<file path="config.mk">
export PLATFORM = sky130hd
export DESIGN_NAME = bsm_mul
export DESIGN_NICKNAME = d
export VERILOG_FILES = /design/src/hdl/bsm_pkg.sv /design/src/hdl/bsm_mul.sv
export SDC_FILE = /design/constraint.sdc
export NUM_CORES = 2
export LEC_CHECK = 0
export BUFFER_PORTS_ARGS = -buffer_cell sky130_fd_sc_hd__buf_2
export CAP_MARGIN = 30
export CORE_UTILIZATION = 57
export DETAILED_ROUTE_END_ITERATION = 12
export GPL_TIMING_DRIVEN = 0
export PLACE_DENSITY = 0.74
export SYNTH_ARGS = -nofsm -noshare
export SYNTH_HDL_FRONTEND = slang
export SYNTH_SLANG_ARGS = --single-unit
</file>
<file path="constraint.sdc">
create_clock -name clk_i -period 16.6 [get_ports clk_i]
set_input_delay 0.83 -clock clk_i [delete_from_list [all_inputs] [get_ports clk_i]]
set_output_delay 0.83 -clock clk_i [all_outputs]
set_load 0.05 [all_outputs]
</file>
<file path="src/hdl/bsm_pkg.sv">
// ----------------------------------------------------------------------------
// bsm_pkg: shared types and constants of the bounding sphere merge unit
// Field widths, arithmetic widths and the multiplier operand bundle.
// ----------------------------------------------------------------------------
`default_nettype none

package bsm_pkg;

  // Field widths (Q16.16)
  localparam int unsigned CoordW = 32;
  localparam int unsigned RadW   = 31;

  // Shared multiplier: unsigned operands wide enough for |delta| (33 bits)
  localparam int unsigned MulW  = 33;
  localparam int unsigned ProdW = 2 * MulW;

  // Merge fraction is Q0.28, one bit above for the value one
  localparam int unsigned FracW = 28;
  localparam int unsigned QuoW  = FracW + 1;

  // Square root of a 66-bit sum: one result bit per step
  localparam int unsigned SqrtSteps = ProdW / 2;
  localparam int unsigned RootW     = SqrtSteps;
  localparam int unsigned RemW      = RootW + 3;

  localparam int unsigned CntW = $clog2(SqrtSteps);

  typedef logic signed [CoordW-1:0] coord_t;
  typedef logic        [RadW-1:0]   radius_t;

  localparam radius_t RadMax = {RadW{1'b1}};

  // Operand pair for the shared multiplier
  typedef struct packed {
    logic [MulW-1:0] a;
    logic [MulW-1:0] b;
  } mul_op_t;

endpackage

`default_nettype wire

</file>
<file path="src/hdl/bsm_mul.sv">
// ----------------------------------------------------------------------------
// bsm_mul: shared unsigned multiplier
// One 33x33 product per cycle, registered; the sequencer picks the operands.
// ----------------------------------------------------------------------------
`default_nettype none

module bsm_mul import bsm_pkg::*; (
  input  wire logic             clk_i,
  input  wire mul_op_t          op_i,
  output      logic [ProdW-1:0] prod_o
);

  logic [ProdW-1:0] prod_q;

  // Register the product
  always_ff @(posedge clk_i) begin
    prod_q <= {{MulW{1'b0}}, op_i.a} * {{MulW{1'b0}}, op_i.b};
  end

  assign prod_o = prod_q;

endmodule

`default_nettype wire

</file>
=== Word-level counts from Yosys, hierarchy flattened ===
Index checks and enable logic that the tools add are counted.

* Bits in registers: 66
* Input bits: 67
* Output and inout port bits: 66
* Logic and storage cells: 2

* Multiply operators: 1

{| class="wikitable"
|+ Operators by type and width
! kind !! count
|-
| multiplier 33 x 33 -> 66 bit || 1
|}

=== Longest topological paths before layout ===
* Depth in word-level cells: 1
* Gate-level depth with buffers: 30
* Gate-level depth less buffers: 28

=== Worst setup path after synthesis ===
No wires, ideal clock.

* Path kind: input to register
* Start: input port op_i[0] in the netlist's numbering
* End: register prod_q[58], in the netlist prod_o[58]
* Library setup time: 0.072 ns
* Data arrival time: 7.862 ns
* Required time: 16.528 ns
* Setup slack: 8.666 ns
* Stages: 28
* Buffers on the path: 2
* Cell sequence: clkbuf_1 and2_1 fa_1 inv_1 fa_1 inv_1 fa_1 inv_1 fa_1 inv_1 fa_1 fa_1 fa_1 inv_1 fa_1 inv_1 ha_1 buf_2 nand2_1 or4_1 or3_1 o22ai_1 o211a_1 o21ai_2 nand3b_4 o31a_1 o21ai_2 xor2_1

* Cells in the longest elaborated chain, start to end: 1

{| class="wikitable"
|+ Ends and longest elaborated chain
! element !! RTL line !! source
|-
| start: declaration || bsm_mul.sv:9 || <nowiki>input wire mul_op_t op_i,</nowiki>
|-
| multiplier 33 x 33 -> 66 bit || bsm_mul.sv:17 || <nowiki>prod_q <= {{MulW{1'b0}}, op_i.a} * {{MulW{1'b0}}, op_i.b};</nowiki>
|-
| end signal: assignment || bsm_mul.sv:17 ||
|-
| end: declaration || bsm_mul.sv:13 || <nowiki>logic [ProdW-1:0] prod_q;</nowiki>
|}

Every way passes these cells.

=== Worst setup path in the final report ===
* Start: input port op_i[50] in the netlist's numbering
* End: register prod_q[64], in the netlist prod_o[64]

Same word-level chain as after synthesis.

==> impl_metrics.py <==
metrics = {
    "setup_path": {
        "start_kind": "input pin",
        "critPathTopFamily": "adder cells",
        "crit_slowest_cell": "clkbuf_1",
        "setup.worst_path.class": "in2reg",
        "cpPeakStageDelay_ps": 870,
        "cpMostUsedCell": "fa_1",
        "crit_arrival_ps": 9720,
        "worstPathRequired_ps": 16810,
        "crit_fanout": 10,
        "path_buf_inv": 9,
        "critical_path.endpoint_type": "register",
    },
    "layout": {
        "syn2layout_area_growth_pct": 5.97,
        "fillers": 5621,
        "mostFrequentLayoutCell": "inv_1",
        "layout.cells.non_filler": 5061,
        "drive_above_1_share_pct": 3.83,
        "final_cell_mix": "inv_1, fa_1, and2_1",
        "fin_nets": 5488,
        "largest_reg_flops": 66,
    },
    "logic_synthesis": {
        "synth_cells": 4048,
        "syn_avg_cell_area_um2": 9.04,
        "ys_seq_area_share_pct": 3.61,
        "synth_top_flop_cell": "dfxtp_1",
        "yosys-top-cells-area": "fa_1, inv_1, and2_1, ha_1, nand2_1",
        "yosys.area.top_type": "fa_1",
        "synth_top_area_share_pct": 52.4,
        "synth_edf_count": 0,
        "yosys_warnings": 0,
        "syn-cell-area_mm2": 0.0366,
        "synthArstFlopShare_pct": 0,
        "synth.distinct_cells": 57,
        "mappedNetlistNets": 5338,
        "ys_seq_elements": 66,
    },
    "hold_path": {
        "hold_start": "op_i[0]",
        "min_path_cells": 2,
        "holdPathEnd": "prod_o[0]",
        "hold_path_class": "in2reg",
    },
    "cts": {
        "cts.sinks": 66,
        "cts.clk_slew.worst_paths_ps": 60,
        "cts_setup_buffers": 0,
        "cts_buffers": 9,
        "htreeDepth": 3,
        "cts_tree": "done",
        "cts_hold_buf": 0,
        "cts_resized": 0,
        "clockBufferDepth": 2,
        "cts-root-buf": "clkbuf_16",
    },
    "drt": {
        "vias": 28900,
        "ant_nets": 0,
        "drt-initial-drc-count": 2824,
        "totalWireLength_um": 128000,
        "drcViolationCount": 0,
        "viasPerCell": 5.71,
        "first_pass_iters": 8,
        "wire_per_inst_um": 25.2,
    },
    "place": {
        "place.gp.congestion": 1.04,
        "place_ws_ps": 7040,
        "dp.cells": 5027,
        "io_buffers": 132,
        "hpwlAfterDp_um": 106000,
    },
    "die": {
        "io_pins": 133,
        "die_x_um": 255,
        "rows": 92,
        "die-area_mm2": 0.0652,
        "die_h_um": 255,
        "core-area_mm2": 0.0633,
        "start_util_pct": 57.8,
    },
    "sta": {
        "final.min_clock_period_ps": 9500,
        "final_hold_viol_count": 0,
        "setup_viol": 0,
        "fin_ws_ps": 7100,
        "maxSlewHeadroom_pct": 16.2,
        "max_freq_mhz": 105,
        "hold_slack_ps": 805,
        "slew_viol_final": 0,
        "fin_crit_sh_pct": 57.3,
        "worst_pin_slew_ps": 1260,
        "finalSetupTns_ps": 0,
        "rsz0062_at_grt": "no",
    },
    "global_routing": {
        "grt_max_degree": 12,
        "grt_pass1_wl_um": 189000,
        "grt_use_total_pct": 40.4,
        "antenna_found_initial": 16,
        "grt_pass1_vias": 30700,
        "overflow": 0,
    },
    "flow_run": {
        "max_cap_viol_count": 0,
    },
    "run_status": {
        "outcome": "finished, final reports clean",
    },
}
==> stage by stage <==
step	util, %	cell area (um2)
2_1_floorplan	-	36600
3_3_place_gp	60.5	38300
3_5_place_dp	60.6	38300
4_1_cts	61.1	38700
5_1_grt	61.2	38800
6_report	61.3	38800
==> logic make-up after synthesis <==
logic type      synth area share [%]
flops                           3.61
compound gates                  3.45
buf+inv                         12.9
fa+ha+maj                       61.5
xor+xnor                        1.56
simple gates                    17.0
==> layer usage <==
| layer | vias to the layer above | global-route usage [%] | wire [um] |
|---|---|---|---|
| met3 | 520 | 9.51 | 14200 |
| met4 | 4 | 31.9 | 12600 |
| met5 | - | 0 | 30 |
| met1 | 14700 | 49.6 | 44300 |
| li1 | 11900 | - | - |
| met2 | 1768 | 61.5 | 56400 |
==> cell usage after synthesis (4+ instances only) <==
| library cell | count |
|---|---|
| nor2_1 | 33 |
| o21ai_0 | 15 |
| o21a_1 | 7 |
| nand3_1 | 10 |
| and2_1 | 574 |
| nand4_1 | 16 |
| fa_1 | 958 |
| a31oi_1 | 6 |
| and3_1 | 7 |
| nor2b_1 | 6 |
| xnor2_1 | 41 |
| xor2_1 | 24 |
| o21ai_1 | 23 |
| inv_1 | 1048 |
| dfxtp_1 | 66 |
| nand2_1 | 567 |
| nor3_1 | 4 |
| a21o_1 | 31 |
| a211oi_1 | 5 |
| a21oi_1 | 73 |
| clkbuf_1 | 209 |
| ha_1 | 265 |
| o21bai_1 | 8 |
| and4_1 | 4 |
==> final cells by class <==
type	instances	area, um2	area share [%]
clock inverters	5	103	0.264
multi-input cells	2722	30600	78.8
well taps	846	1060	2.73
clock buffers	11	233	0.600
inverters	1049	3940	10.2
flip-flops and latches	66	1320	3.41
repair buffers	139	762	1.96
diodes	12	30.0	0.0774
plain buffers	211	795	2.05
==> worst max path at each step <==
stage                         from          to  slack [ps]  cells after the start
after floorplan            op_i[0]  prod_o[58]        8670                     28
after global placement    op_i[50]  prod_o[64]        7090                     29
final                     op_i[50]  prod_o[64]        7100                     29
after detailed placement  op_i[50]  prod_o[64]        7040                     29
after CTS                 op_i[50]  prod_o[64]        7410                     29
after global routing      op_i[50]  prod_o[64]        7040                     29
Power is left out: the tool's default activity adds up to more than one toggle a clock period on the data nets, which glitch-free logic cannot reach.
